===== config.mk =====
export PLATFORM = sky130hd
export DESIGN_NAME = content_length_frame_parser_core_flat
export DESIGN_NICKNAME = d
export VERILOG_FILES = /design/src/hw/rtl/clfp_pkg.sv /design/src/hw/rtl/clfp_if.sv /design/src/hw/rtl/content_length_frame_parser_core.sv /design/src/flat_wrapper.sv
export SDC_FILE = /design/constraint.sdc
export NUM_CORES = 1
export LEC_CHECK = 0
export ABC_AREA = 1
export BUFFER_PORTS_ARGS = -buffer_cell sky130_fd_sc_hd__buf_4
export CORE_MARGIN = 10
export CORE_UTILIZATION = 44
export CTS_CLUSTER_DIAMETER = 50
export DETAILED_ROUTE_END_ITERATION = 12
export GPL_TIMING_DRIVEN = 0
export PLACE_DENSITY = 0.71
export SLEW_MARGIN = 20
export SYNTH_ARGS = -nofsm -noshare
export SYNTH_HDL_FRONTEND = slang
export SYNTH_SLANG_ARGS = --single-unit

===== constraint.sdc =====
create_clock -name clock -period 4.05 [get_ports clock]
set_input_delay 0.2025 -clock clock [delete_from_list [all_inputs] [get_ports clock]]
set_output_delay 0.2025 -clock clock [all_outputs]
set_load 0.005 [all_outputs]

===== src/hw/rtl/clfp_pkg.sv =====
package clfp_pkg;

   localparam int unsigned HDR_LIMIT_W = 16;
   localparam int unsigned LEN_W       = 25;
   localparam int unsigned HCOUNT_W    = 17;
   localparam int unsigned CSR_IDX_W   = 4;

   localparam logic [HDR_LIMIT_W-1:0] HDR_LIMIT_RESET = 16'd8192;
   localparam logic [LEN_W-1:0]       HARD_BODY_MAX   = 25'd16777216;
   localparam logic [LEN_W-1:0]       ACC_SAT         = 25'h1FF_FFFF;
   localparam logic [HCOUNT_W-1:0]    HCOUNT_MAX      = 17'h1_FFFF;
   localparam logic [3:0]             NAME_LEN        = 4'd14;

   // configuration register indexes
   localparam logic [CSR_IDX_W-1:0] CSR_HEADER_LIMIT = 4'd0;
   localparam logic [CSR_IDX_W-1:0] CSR_BODY_LIMIT   = 4'd1;

   // result kinds
   localparam logic [1:0] KIND_BODY  = 2'd0;
   localparam logic [1:0] KIND_END   = 2'd1;
   localparam logic [1:0] KIND_ERROR = 2'd2;

   // error codes
   localparam logic [3:0] ERR_INCOMPLETE_HEADERS = 4'd0;
   localparam logic [3:0] ERR_HEADER_LIMIT       = 4'd1;
   localparam logic [3:0] ERR_MALFORMED_LINE     = 4'd2;
   localparam logic [3:0] ERR_DUPLICATE_LENGTH   = 4'd3;
   localparam logic [3:0] ERR_EMPTY_LENGTH       = 4'd4;
   localparam logic [3:0] ERR_INVALID_LENGTH     = 4'd5;
   localparam logic [3:0] ERR_LENGTH_RANGE       = 4'd6;
   localparam logic [3:0] ERR_MISSING_LENGTH     = 4'd7;
   localparam logic [3:0] ERR_TRUNCATED_BODY     = 4'd8;

   localparam logic [7:0] CHAR_LF    = 8'h0A;
   localparam logic [7:0] CHAR_CR    = 8'h0D;
   localparam logic [7:0] CHAR_TAB   = 8'h09;
   localparam logic [7:0] CHAR_SPACE = 8'h20;
   localparam logic [7:0] CHAR_COLON = 8'h3A;

   typedef enum logic [1:0] {
      MODE_HEADER,
      MODE_BODY,
      MODE_HALT
   } mode_type;

   typedef enum logic [1:0] {
      VP_LEAD,
      VP_DIGITS,
      VP_TRAIL
   } vphase_type;

   typedef struct packed {
      logic             nonempty;
      logic             colon_seen;
      logic             colon_at_start;
      logic [3:0]       match_idx;
      logic             mismatch;
      vphase_type       vphase;
      logic             bad;
      logic [LEN_W-1:0] accum;
   } line_type;

   localparam line_type LINE_CLEAR = '{
      nonempty:       1'b0,
      colon_seen:     1'b0,
      colon_at_start: 1'b0,
      match_idx:      4'd0,
      mismatch:       1'b0,
      vphase:         VP_LEAD,
      bad:            1'b0,
      accum:          '0
   };

   // lower-case header name that carries the body length
   function automatic logic [7:0] name_char(input logic [3:0] idx);
      logic [7:0] ch;
      begin
         case (idx)
            4'd0:    ch = "c";
            4'd1:    ch = "o";
            4'd2:    ch = "n";
            4'd3:    ch = "t";
            4'd4:    ch = "e";
            4'd5:    ch = "n";
            4'd6:    ch = "t";
            4'd7:    ch = "-";
            4'd8:    ch = "l";
            4'd9:    ch = "e";
            4'd10:   ch = "n";
            4'd11:   ch = "g";
            4'd12:   ch = "t";
            4'd13:   ch = "h";
            default: ch = 8'h00;
         endcase
         return ch;
      end
   endfunction

endpackage


===== src/hw/rtl/clfp_if.sv =====
interface clfp_req_if;
   logic       valid;
   logic       ready;
   logic [7:0] data_byte;
   logic       end_of_input;

   modport source(output valid, data_byte, end_of_input, input ready);
   modport sink(input valid, data_byte, end_of_input, output ready);
endinterface

interface clfp_rsp_if;
   logic        valid;
   logic        ready;
   logic [1:0]  kind;
   logic [7:0]  body_byte;
   logic        last_body;
   logic [3:0]  fault_code;
   logic [24:0] body_length;

   modport source(output valid, kind, body_byte, last_body, fault_code, body_length,
                  input ready);
   modport sink(input valid, kind, body_byte, last_body, fault_code, body_length,
                output ready);
endinterface

interface clfp_csr_if;
   logic        valid;
   logic        ready;
   logic [3:0]  index;
   logic [24:0] data;

   modport source(output valid, index, data, input ready);
   modport sink(input valid, index, data, output ready);
endinterface


===== src/hw/rtl/content_length_frame_parser_core.sv =====
// Channel  Direction  Payload
// req      in         data_byte[7:0], end_of_input
// rsp      out        kind[1:0], body_byte[7:0], last_body, fault_code[3:0], body_length[24:0]
// csr      in         index[3:0], data[24:0] (0 header_limit, 1 body_limit)
//
// One item per cycle sustained while rsp does not stall. The accepted item is parsed straight
// out of the input register, and its result is registered in the result register that drives
// rsp. The longest path is the held CR step feeding the decimal accumulate (times ten plus
// digit, saturating).
// Reset clears all parser state and loads both limits with their reset values.
// While rsp stalls with a result waiting, the input register takes one more item, then req stalls.
module content_length_frame_parser_core (
   input logic        clock,
   input logic        reset,
   clfp_req_if.sink   req,
   clfp_rsp_if.source rsp,
   clfp_csr_if.sink   csr
);

   // configuration
   logic [clfp_pkg::HDR_LIMIT_W-1:0] header_limit_ff;
   logic [clfp_pkg::LEN_W-1:0]       body_limit_ff;

   // input register
   logic       in_valid_ff;
   logic [7:0] in_byte_ff;
   logic       in_eoi_ff;

   // parser state
   clfp_pkg::mode_type              mode_ff, mode_in;
   logic [clfp_pkg::HCOUNT_W-1:0]   header_count_ff, header_count_in;
   logic                            pending_cr_ff, pending_cr_in;
   clfp_pkg::line_type              line_ff, line_in;
   logic                            length_seen_ff, length_seen_in;
   logic [clfp_pkg::LEN_W-1:0]      declared_length_ff, declared_length_in;
   logic [clfp_pkg::LEN_W-1:0]      body_remaining_ff, body_remaining_in;

   // result register
   logic                       out_valid_ff;
   logic [1:0]                 out_kind_ff;
   logic [7:0]                 out_byte_ff;
   logic                       out_last_ff;
   logic [3:0]                 out_code_ff;
   logic [clfp_pkg::LEN_W-1:0] out_length_ff;

   logic room;
   logic advance;

   // step decode
   logic [clfp_pkg::HCOUNT_W-1:0] count_inc;
   logic                          hdr_over;
   logic                          is_lf;
   logic                          body_last;
   logic [clfp_pkg::LEN_W-1:0]    len_lim;
   logic                          is_len_name;
   logic                          le_fail;
   logic [3:0]                    le_code;
   logic                          le_body;
   logic                          le_take;
   clfp_pkg::line_type            line_mid, line_nxt;

   logic       res_valid;
   logic [1:0] res_kind;
   logic       res_last;
   logic [3:0] res_code;

   function automatic clfp_pkg::line_type line_char(input clfp_pkg::line_type l,
                                                     input logic [7:0] ch);
      clfp_pkg::line_type r;
      logic [7:0]         lc;
      logic               first;
      logic               blank;
      logic               digit;
      logic [28:0]        wide;
      begin
         r = l;
         first = !l.nonempty;
         r.nonempty = 1'b1;
         lc = (ch >= "A" && ch <= "Z") ? ch + 8'd32 : ch;
         blank = (ch == clfp_pkg::CHAR_SPACE) || (ch == clfp_pkg::CHAR_TAB);
         digit = (ch >= "0") && (ch <= "9");
         wide = ({4'd0, l.accum} << 3) + ({4'd0, l.accum} << 1) + {25'd0, ch[3:0]};
         if (!l.colon_seen) begin
            if (ch == clfp_pkg::CHAR_COLON) begin
               r.colon_seen = 1'b1;
               r.colon_at_start = first;
            end else if (l.match_idx >= clfp_pkg::NAME_LEN ||
                         lc != clfp_pkg::name_char(l.match_idx)) begin
               r.mismatch = 1'b1;
            end else begin
               r.match_idx = l.match_idx + 4'd1;
            end
         end else begin
            case (l.vphase)
               clfp_pkg::VP_LEAD: begin
                  if (!blank) begin
                     r.vphase = clfp_pkg::VP_DIGITS;
                     if (digit) begin
                        r.accum = {21'd0, ch[3:0]};
                     end else begin
                        r.bad = 1'b1;
                     end
                  end
               end
               clfp_pkg::VP_DIGITS: begin
                  if (blank) begin
                     r.vphase = clfp_pkg::VP_TRAIL;
                  end else if (digit) begin
                     // saturate instead of wrapping
                     if (wide > {4'd0, clfp_pkg::ACC_SAT}) begin
                        r.accum = clfp_pkg::ACC_SAT;
                     end else begin
                        r.accum = wide[clfp_pkg::LEN_W-1:0];
                     end
                  end else begin
                     r.bad = 1'b1;
                  end
               end
               default: begin
                  if (!blank) begin
                     r.bad = 1'b1;
                  end
               end
            endcase
         end
         return r;
      end
   endfunction

   assign room    = !out_valid_ff || rsp.ready;
   assign advance = in_valid_ff && room;
   assign req.ready = !in_valid_ff || room;
   assign csr.ready = 1'b1;

   assign count_inc = header_count_ff +
                      {{(clfp_pkg::HCOUNT_W-1){1'b0}},
                       (header_count_ff != clfp_pkg::HCOUNT_MAX)};
   assign hdr_over  = count_inc > {1'b0, header_limit_ff};
   assign is_lf     = in_byte_ff == clfp_pkg::CHAR_LF;
   assign body_last = body_remaining_ff <= 25'd1;
   assign len_lim   = (body_limit_ff < clfp_pkg::HARD_BODY_MAX) ? body_limit_ff
                                                               : clfp_pkg::HARD_BODY_MAX;
   assign is_len_name = !line_ff.mismatch && (line_ff.match_idx == clfp_pkg::NAME_LEN);

   // a held CR turns into line content once the next byte is not LF
   assign line_mid = pending_cr_ff ? line_char(line_ff, clfp_pkg::CHAR_CR) : line_ff;
   assign line_nxt = (in_byte_ff == clfp_pkg::CHAR_CR) ? line_mid
                                                       : line_char(line_mid, in_byte_ff);

   // line end checks
   always_comb begin
      le_fail = 1'b0;
      le_code = clfp_pkg::ERR_INCOMPLETE_HEADERS;
      le_body = 1'b0;
      le_take = 1'b0;
      if (!line_ff.nonempty) begin
         if (!length_seen_ff) begin
            le_fail = 1'b1;
            le_code = clfp_pkg::ERR_MISSING_LENGTH;
         end else begin
            le_body = 1'b1;
         end
      end else if (!line_ff.colon_seen || line_ff.colon_at_start) begin
         le_fail = 1'b1;
         le_code = clfp_pkg::ERR_MALFORMED_LINE;
      end else if (is_len_name) begin
         le_fail = 1'b1;
         if (length_seen_ff) begin
            le_code = clfp_pkg::ERR_DUPLICATE_LENGTH;
         end else if (line_ff.vphase == clfp_pkg::VP_LEAD && !line_ff.bad) begin
            le_code = clfp_pkg::ERR_EMPTY_LENGTH;
         end else if (line_ff.bad) begin
            le_code = clfp_pkg::ERR_INVALID_LENGTH;
         end else if (line_ff.accum == '0 || line_ff.accum > len_lim) begin
            le_code = clfp_pkg::ERR_LENGTH_RANGE;
         end else begin
            le_fail = 1'b0;
            le_take = 1'b1;
         end
      end
   end

   // result of the item in the input register
   always_comb begin
      res_valid = 1'b0;
      res_kind  = clfp_pkg::KIND_BODY;
      res_last  = 1'b0;
      res_code  = clfp_pkg::ERR_INCOMPLETE_HEADERS;
      case (mode_ff)
         clfp_pkg::MODE_BODY: begin
            res_valid = 1'b1;
            if (in_eoi_ff) begin
               res_kind = clfp_pkg::KIND_ERROR;
               res_code = clfp_pkg::ERR_TRUNCATED_BODY;
            end else begin
               res_last = body_last;
            end
         end
         clfp_pkg::MODE_HEADER: begin
            if (in_eoi_ff) begin
               res_valid = 1'b1;
               if (header_count_ff == '0) begin
                  res_kind = clfp_pkg::KIND_END;
               end else begin
                  res_kind = clfp_pkg::KIND_ERROR;
               end
            end else if (hdr_over) begin
               res_valid = 1'b1;
               res_kind  = clfp_pkg::KIND_ERROR;
               res_code  = clfp_pkg::ERR_HEADER_LIMIT;
            end else if (is_lf && le_fail) begin
               res_valid = 1'b1;
               res_kind  = clfp_pkg::KIND_ERROR;
               res_code  = le_code;
            end
         end
         default: begin
            res_valid = 1'b0;
         end
      endcase
   end

   // next parser state
   always_comb begin
      mode_in            = mode_ff;
      header_count_in    = header_count_ff;
      pending_cr_in      = pending_cr_ff;
      line_in            = line_ff;
      length_seen_in     = length_seen_ff;
      declared_length_in = declared_length_ff;
      body_remaining_in  = body_remaining_ff;
      if (advance) begin
         case (mode_ff)
            clfp_pkg::MODE_BODY: begin
               if (in_eoi_ff) begin
                  mode_in = clfp_pkg::MODE_HALT;
               end else if (body_last) begin
                  // start the next frame
                  mode_in            = clfp_pkg::MODE_HEADER;
                  header_count_in    = '0;
                  pending_cr_in      = 1'b0;
                  line_in            = clfp_pkg::LINE_CLEAR;
                  length_seen_in     = 1'b0;
                  declared_length_in = '0;
                  body_remaining_in  = '0;
               end else begin
                  body_remaining_in = body_remaining_ff - 25'd1;
               end
            end
            clfp_pkg::MODE_HEADER: begin
               if (in_eoi_ff) begin
                  mode_in = clfp_pkg::MODE_HALT;
               end else begin
                  header_count_in = count_inc;
                  if (hdr_over) begin
                     mode_in = clfp_pkg::MODE_HALT;
                  end else if (is_lf) begin
                     pending_cr_in = 1'b0;
                     line_in       = clfp_pkg::LINE_CLEAR;
                     if (le_fail) begin
                        mode_in = clfp_pkg::MODE_HALT;
                     end else if (le_body) begin
                        mode_in           = clfp_pkg::MODE_BODY;
                        body_remaining_in = declared_length_ff;
                     end else if (le_take) begin
                        length_seen_in     = 1'b1;
                        declared_length_in = line_ff.accum;
                     end
                  end else begin
                     pending_cr_in = in_byte_ff == clfp_pkg::CHAR_CR;
                     line_in       = line_nxt;
                  end
               end
            end
            default: begin
               mode_in = clfp_pkg::MODE_HALT;
            end
         endcase
      end
   end

   always_ff @(posedge clock) begin
      if (reset) begin
         header_limit_ff <= clfp_pkg::HDR_LIMIT_RESET;
         body_limit_ff   <= clfp_pkg::HARD_BODY_MAX;
      end else if (csr.valid) begin
         if (csr.index == clfp_pkg::CSR_HEADER_LIMIT) begin
            header_limit_ff <= csr.data[clfp_pkg::HDR_LIMIT_W-1:0];
         end else if (csr.index == clfp_pkg::CSR_BODY_LIMIT) begin
            body_limit_ff <= csr.data;
         end
      end
   end

   always_ff @(posedge clock) begin
      if (reset) begin
         in_valid_ff <= 1'b0;
      end else if (req.ready) begin
         in_valid_ff <= req.valid;
      end
   end

   always_ff @(posedge clock) begin
      if (req.valid && req.ready) begin
         in_byte_ff <= req.data_byte;
         in_eoi_ff  <= req.end_of_input;
      end
   end

   always_ff @(posedge clock) begin
      if (reset) begin
         mode_ff            <= clfp_pkg::MODE_HEADER;
         header_count_ff    <= '0;
         pending_cr_ff      <= 1'b0;
         line_ff            <= clfp_pkg::LINE_CLEAR;
         length_seen_ff     <= 1'b0;
         declared_length_ff <= '0;
         body_remaining_ff  <= '0;
      end else begin
         mode_ff            <= mode_in;
         header_count_ff    <= header_count_in;
         pending_cr_ff      <= pending_cr_in;
         line_ff            <= line_in;
         length_seen_ff     <= length_seen_in;
         declared_length_ff <= declared_length_in;
         body_remaining_ff  <= body_remaining_in;
      end
   end

   always_ff @(posedge clock) begin
      if (reset) begin
         out_valid_ff <= 1'b0;
      end else if (room) begin
         out_valid_ff <= advance && res_valid;
      end
   end

   always_ff @(posedge clock) begin
      if (advance && res_valid) begin
         out_kind_ff   <= res_kind;
         out_byte_ff   <= (res_kind == clfp_pkg::KIND_BODY) ? in_byte_ff : 8'd0;
         out_last_ff   <= res_last;
         out_code_ff   <= res_code;
         out_length_ff <= declared_length_ff;
      end
   end

   assign rsp.valid       = out_valid_ff;
   assign rsp.kind        = out_kind_ff;
   assign rsp.body_byte   = out_byte_ff;
   assign rsp.last_body   = out_last_ff;
   assign rsp.fault_code  = out_code_ff;
   assign rsp.body_length = out_length_ff;

endmodule


===== src/flat_wrapper.sv =====
// flat-port wrapper written by rule: the top's interface ports become plain ports
module content_length_frame_parser_core_flat 
  (clock, reset, req_valid, req_data_byte, req_end_of_input, req_ready, rsp_valid, rsp_kind, rsp_body_byte, rsp_last_body, rsp_fault_code, rsp_body_length, rsp_ready, csr_valid, csr_index, csr_data, csr_ready);
  clfp_req_if req_i ();
  clfp_rsp_if rsp_i ();
  clfp_csr_if csr_i ();
  input logic clock;
  input logic reset;
  input wire logic [$bits(req_i.valid)-1:0] req_valid;
  input wire logic [$bits(req_i.data_byte)-1:0] req_data_byte;
  input wire logic [$bits(req_i.end_of_input)-1:0] req_end_of_input;
  output wire logic [$bits(req_i.ready)-1:0] req_ready;
  output wire logic [$bits(rsp_i.valid)-1:0] rsp_valid;
  output wire logic [$bits(rsp_i.kind)-1:0] rsp_kind;
  output wire logic [$bits(rsp_i.body_byte)-1:0] rsp_body_byte;
  output wire logic [$bits(rsp_i.last_body)-1:0] rsp_last_body;
  output wire logic [$bits(rsp_i.fault_code)-1:0] rsp_fault_code;
  output wire logic [$bits(rsp_i.body_length)-1:0] rsp_body_length;
  input wire logic [$bits(rsp_i.ready)-1:0] rsp_ready;
  input wire logic [$bits(csr_i.valid)-1:0] csr_valid;
  input wire logic [$bits(csr_i.index)-1:0] csr_index;
  input wire logic [$bits(csr_i.data)-1:0] csr_data;
  output wire logic [$bits(csr_i.ready)-1:0] csr_ready;
  assign req_i.valid = req_valid;
  assign req_i.data_byte = req_data_byte;
  assign req_i.end_of_input = req_end_of_input;
  assign req_ready = req_i.ready;
  assign rsp_valid = rsp_i.valid;
  assign rsp_kind = rsp_i.kind;
  assign rsp_body_byte = rsp_i.body_byte;
  assign rsp_last_body = rsp_i.last_body;
  assign rsp_fault_code = rsp_i.fault_code;
  assign rsp_body_length = rsp_i.body_length;
  assign rsp_i.ready = rsp_ready;
  assign csr_i.valid = csr_valid;
  assign csr_i.index = csr_index;
  assign csr_i.data = csr_data;
  assign csr_ready = csr_i.ready;
  content_length_frame_parser_core u_core (.clock(clock), .reset(reset), .req(req_i), .rsp(rsp_i), .csr(csr_i));
endmodule

# Word level (Yosys, flattened, before mapping)
# Memory sizes are Yosys's and may differ from the RTL's. A register that Yosys moved wholly into a read port is not among the register bits.
# Cells that the tools add are included.
# Widths: inputs -> output; s select.
# op_classes
mux	119
add_sub_neg	7
bitwise	2
magnitude_cmp	11
eq_ne	24
reduce_logical	37
# op_table
op	count
$mux 25	19
$mux 36	7
$pmux 25 s2	3
$pmux 36 s2	1
$mux 28	2
$mux 4	14
$mux 17	3
$mux 1	35
$pmux 17 s2	1
$mux 8	4
$mux 2	15
$add 28x26->29	1
$add 29x4->29	1
$gt 29x25->1 const B	1
$mux 26	1
$gt 25x25->1	1
$le 25x1->1 const B	1
$logic_not 25->1	1
$lt 25x25->1 const B	1
$sub 25x1->25 const B	1
$eq 8x4->1 const B	3
$add 17x1->17	1
$gt 17x16->1	1
$logic_not 17->1	1
other kinds (40)	81
# totals
inputBits	43
out_inout_bits	43
mem_count	2
word_cells	227
regBits	199
rom_bits	224
# memory_table
name	depth	word_bits	read_ports	rd_clocked_by_memory_dff	wr	line	source
(no name shown)	16	7	1	0	0	clfp_pkg.sv:78	case (idx)
(no name shown)	16	7	1	1	0	clfp_pkg.sv:78	

# Depth between registers and ports, before layout
# depth
word_depth	21
mapped_depth	32
ltp_nobuf	31

# Worst setup path after synthesis
# No wires, ideal clock.
# synth_path
kind	register -> register
start	register u_core.header_count_ff[12] in the netlist's numbering
end	register (tool-made name)
setup_time_ps	113
stages_incl_launch_ff	31
t_required_ps	3937
period_less_slack_ps	4117
path_buffers	1
path_slack_ps	-67
t_arrival_ps	4004
path_cell_list	dfxtp_1 nand2_1 nor2_1 nand4_1 ha_1 nand3_1 nor2_1 nand3_1 nor4_1 nand3_1 xor2_1 ha_1 nand2_1 nand3b_2 nor2_1 nand3_1 nand3_2 nand2_2 nand2_2 nand2_2 nand2_2 buf_2 nand2_1 a21boi_1 nor2_1 inv_1 ha_1 inv_1 nand2_1 nand3_1 nand2_1
# synth_lines
item	line	source
start: declaration	content_length_frame_parser_core.sv:31	logic [clfp_pkg::HCOUNT_W-1:0] header_count_ff, header_count_in;
start signal: assignment	content_length_frame_parser_core.sv:321	header_count_ff <= header_count_in;

==> qor.txt <==
Die H = 188.4 um
layout cells sized above 1 = 17.99%
Area Overhead vs Synth = 27.79%
chip width = 188.4 um
Worst EP arrival = 4.55 ns
full die area = 35510 sq um
Post-Route WL = 38.30 mm
Slew HR = 43.80%
register area share after synthesis = 36.97%
final setup TNS = -1.621 ns
Max H-tree Level = 1
Post-synth ARST share = 0%
RSZ-0062 raised after global routing = yes
Fin Hold WS = -0.001781 ns
TritonCTS clock tree = built
fin. max-slew vios = 0
Num Clock Sinks = 206
Synth Cell Area = 12480 sq um
# IOs = 86
status = complete, but fails checks
DRC viols = 0
Worst-Margin Slew = 0.8431 ns
Layout Skew = 0.03840 ns
ANT cells = 0
Via Count = 12160
Final period util = 102.2%
total CTS buffers = 27
initial antenna violation count = 0
Critical Path RT = 4.46 ns
area leader, netlist = dfxtp_1
Worst path max stage delay = 0.38 ns
Net Count, Synth = 1802
Yosys Warn Count = 0
Tot Pwr = 5.337 mW
worst setup margin = -0.08752 ns
Worst path slowest cell = dfxtp_4
most used cell, CP = nand2_4
routability cong. = 0.9443
worst vdd ir = 0.2897 mV
DRT antenna net count = 0
GRT Total Usage = 20.45%
Synth top area share = 25.18%
FF-to-FF setup slack = -0.09 ns
synth top area cells = dfxtp_1, edfxtp_1, ha_1, nand2_1, a21oi_1
Avg Cell Area, Syn = 7.579 sq um
synthesized flop and latch total = 206
Core Rows = 61
DRT Pass-1 Iters = 6
post-DP HPWL = 28.01 mm
DRT iter0 DRCs = 989
ys flop type = dfxtp_1
Post-synth EDFFs = 49
largest net degree at the start of global routing = 26
# nets final = 1996
setup violators final = 29
vias per cell = 5.430
Initial Util = 44.81%
Max clock buf depth = 3
Leak = 7.012 nW
Worst Setup Path Type = register to register
synthesized instance count = 1647
P per Cell Area = 334.6 nW/um^2
Core ar. = 27860 sq um
HP Class = primary input to register
Reg clk slew, reported paths = 0.06 ns
Startpoint Class = register
Synth cell types = 60
Final Hold Viols = 1
Fmax = 241.7 MHz
failing checks = negative hold slack, negative setup slack
clk_lat worst skew = 0.55 ns
vias in the first global route = 11570
Crit Path Max Fanout = 5
gr ovfl total = 0
MaxCap Viol Count = 0
WL/cell = 17.10 um
most common cell after layout, fill and taps aside = nand2_1
first-pass GRT wire length = 60.40 mm
min cycle time layout = 4.138 ns
Port Buffer Count = 83
CTS Root Cell = clkbuf_16
commonest non-fill, non-tap cells in the layout = nand2_1, nor2_1, a21oi_1
CP endpoint kind = register
==> final timing paths <==
check / start / cells past startpoint / endpoint
hold / removal: req_valid / 3 / u_core.in_valid_ff$_SDFFE_PP0N_
hold reg to reg: u_core.header_limit_ff[3]$_SDFFE_PP0P_ / 2 / u_core.header_limit_ff[3]$_SDFFE_PP0P_
setup / recovery: u_core.header_count_ff[0]$_SDFFE_PP0P_ / 29 / register
setup reg to reg: u_core.header_count_ff[0]$_SDFFE_PP0P_ / 29 / register
==> kinds of logic (layout without fill, tap and decap cells) <==
logic type,Yosys count,in the layout,synth area share [%]
compound gates,368,368,16.36
xor+xnor,58,58,4.130
fa+ha+maj,112,112,11.35
buf+inv,213,428,6.806
flops,206,206,36.97
other cells,1,1,0.03004
simple gates,689,689,24.36
==> state kept, by name, summed over array words and instances (netlist names), 2 cells and up, named ones only <==
name / flops
u_core.mode_ff: 2
u_core.rsp.body_length: 25
u_core.rsp.kind: 2
u_core.body_remaining_ff: 25
u_core.header_limit_ff: 16
u_core.line_ff: 36
u_core.declared_length_ff: 25
u_core.rsp.fault_code: 4
u_core.in_byte_ff: 8
u_core.rsp.body_byte: 8
u_core.header_count_ff: 17
u_core.body_limit_ff: 25
==> cell usage after synthesis (8+ instances only) <==
master	n
nor4_1	19
a21oi_1	165
dfxtp_1	157
nand2_1	323
clkbuf_1	39
nand4_1	32
xnor2_1	18
inv_1	151
ha_1	110
nor2_1	176
nor3_1	21
a31oi_1	18
a22oi_1	8
nand3_1	72
a211oi_1	23
o21ai_0	124
edfxtp_1	49
nand2_2	11
xor2_1	39
==> worst max-delay path: cells and delay by family (launching register included) <==
kind / cells / cell delay [ns]
and+or+nand+nor: 19 / 1.92
DFF: 1 / 0.38
AOI/OAI and AO/OA: 3 / 0.34
buffers and inverters: 2 / 0.33
adders and majority gates: 4 / 0.82
xor gates and xnor gates: 1 / 0.22
==> metal layers <==
layer	track usage, %	up-vias	wire, um
met2	33.43	399	17700
met5	0	-	0
li1	-	6010	-
met4	6.563	0	1043
met1	27.29	5687	17030
met3	2.825	68	2525
==> final cells by class <==
class / count / area, sq um
clock buffers: 36 / 813.3
fillers: 2461 / 11910
multi-input cells: 1228 / 7619
plain buffers: 54 / 279.0
well taps: 378 / 473.0
inverters: 158 / 599.3
flip-flops and latches: 206 / 4647
clock inverters: 14 / 141.4
repair buffers: 166 / 1379
==> report_power, final <==
group          switching, mW  internal, mW  total, mW
Sequential            0.0357          2.16       2.20
Clock                  0.983          1.50       2.49
Combinational          0.401         0.249      0.650
Total                   1.42          3.92       5.34
==> timing repair <==
item,CTS,global route
pin swaps,44,30
buffers inserted,36,8
hold endpoints to repair,51,0
gates resized for setup,82,84
gates cloned,0,2
hold buffers,36,0
endpoints found under the setup margin,127,134
==> per-stage QoR <==
stage               instances  area (sq um)  util (%)  setup WS, ns
floorplan                1647         12490         -       0.03535
global placement         2108         13580     48.76       -0.9257
detailed placement       2109         13610     48.86       -0.7764
CTS                      2231         15510     55.67       -0.1038
global route             2240         15950     57.26       -0.2495
finish                   2240         15950     57.26      -0.08752
No activity file was read; power rests on OpenSTA's default activity.
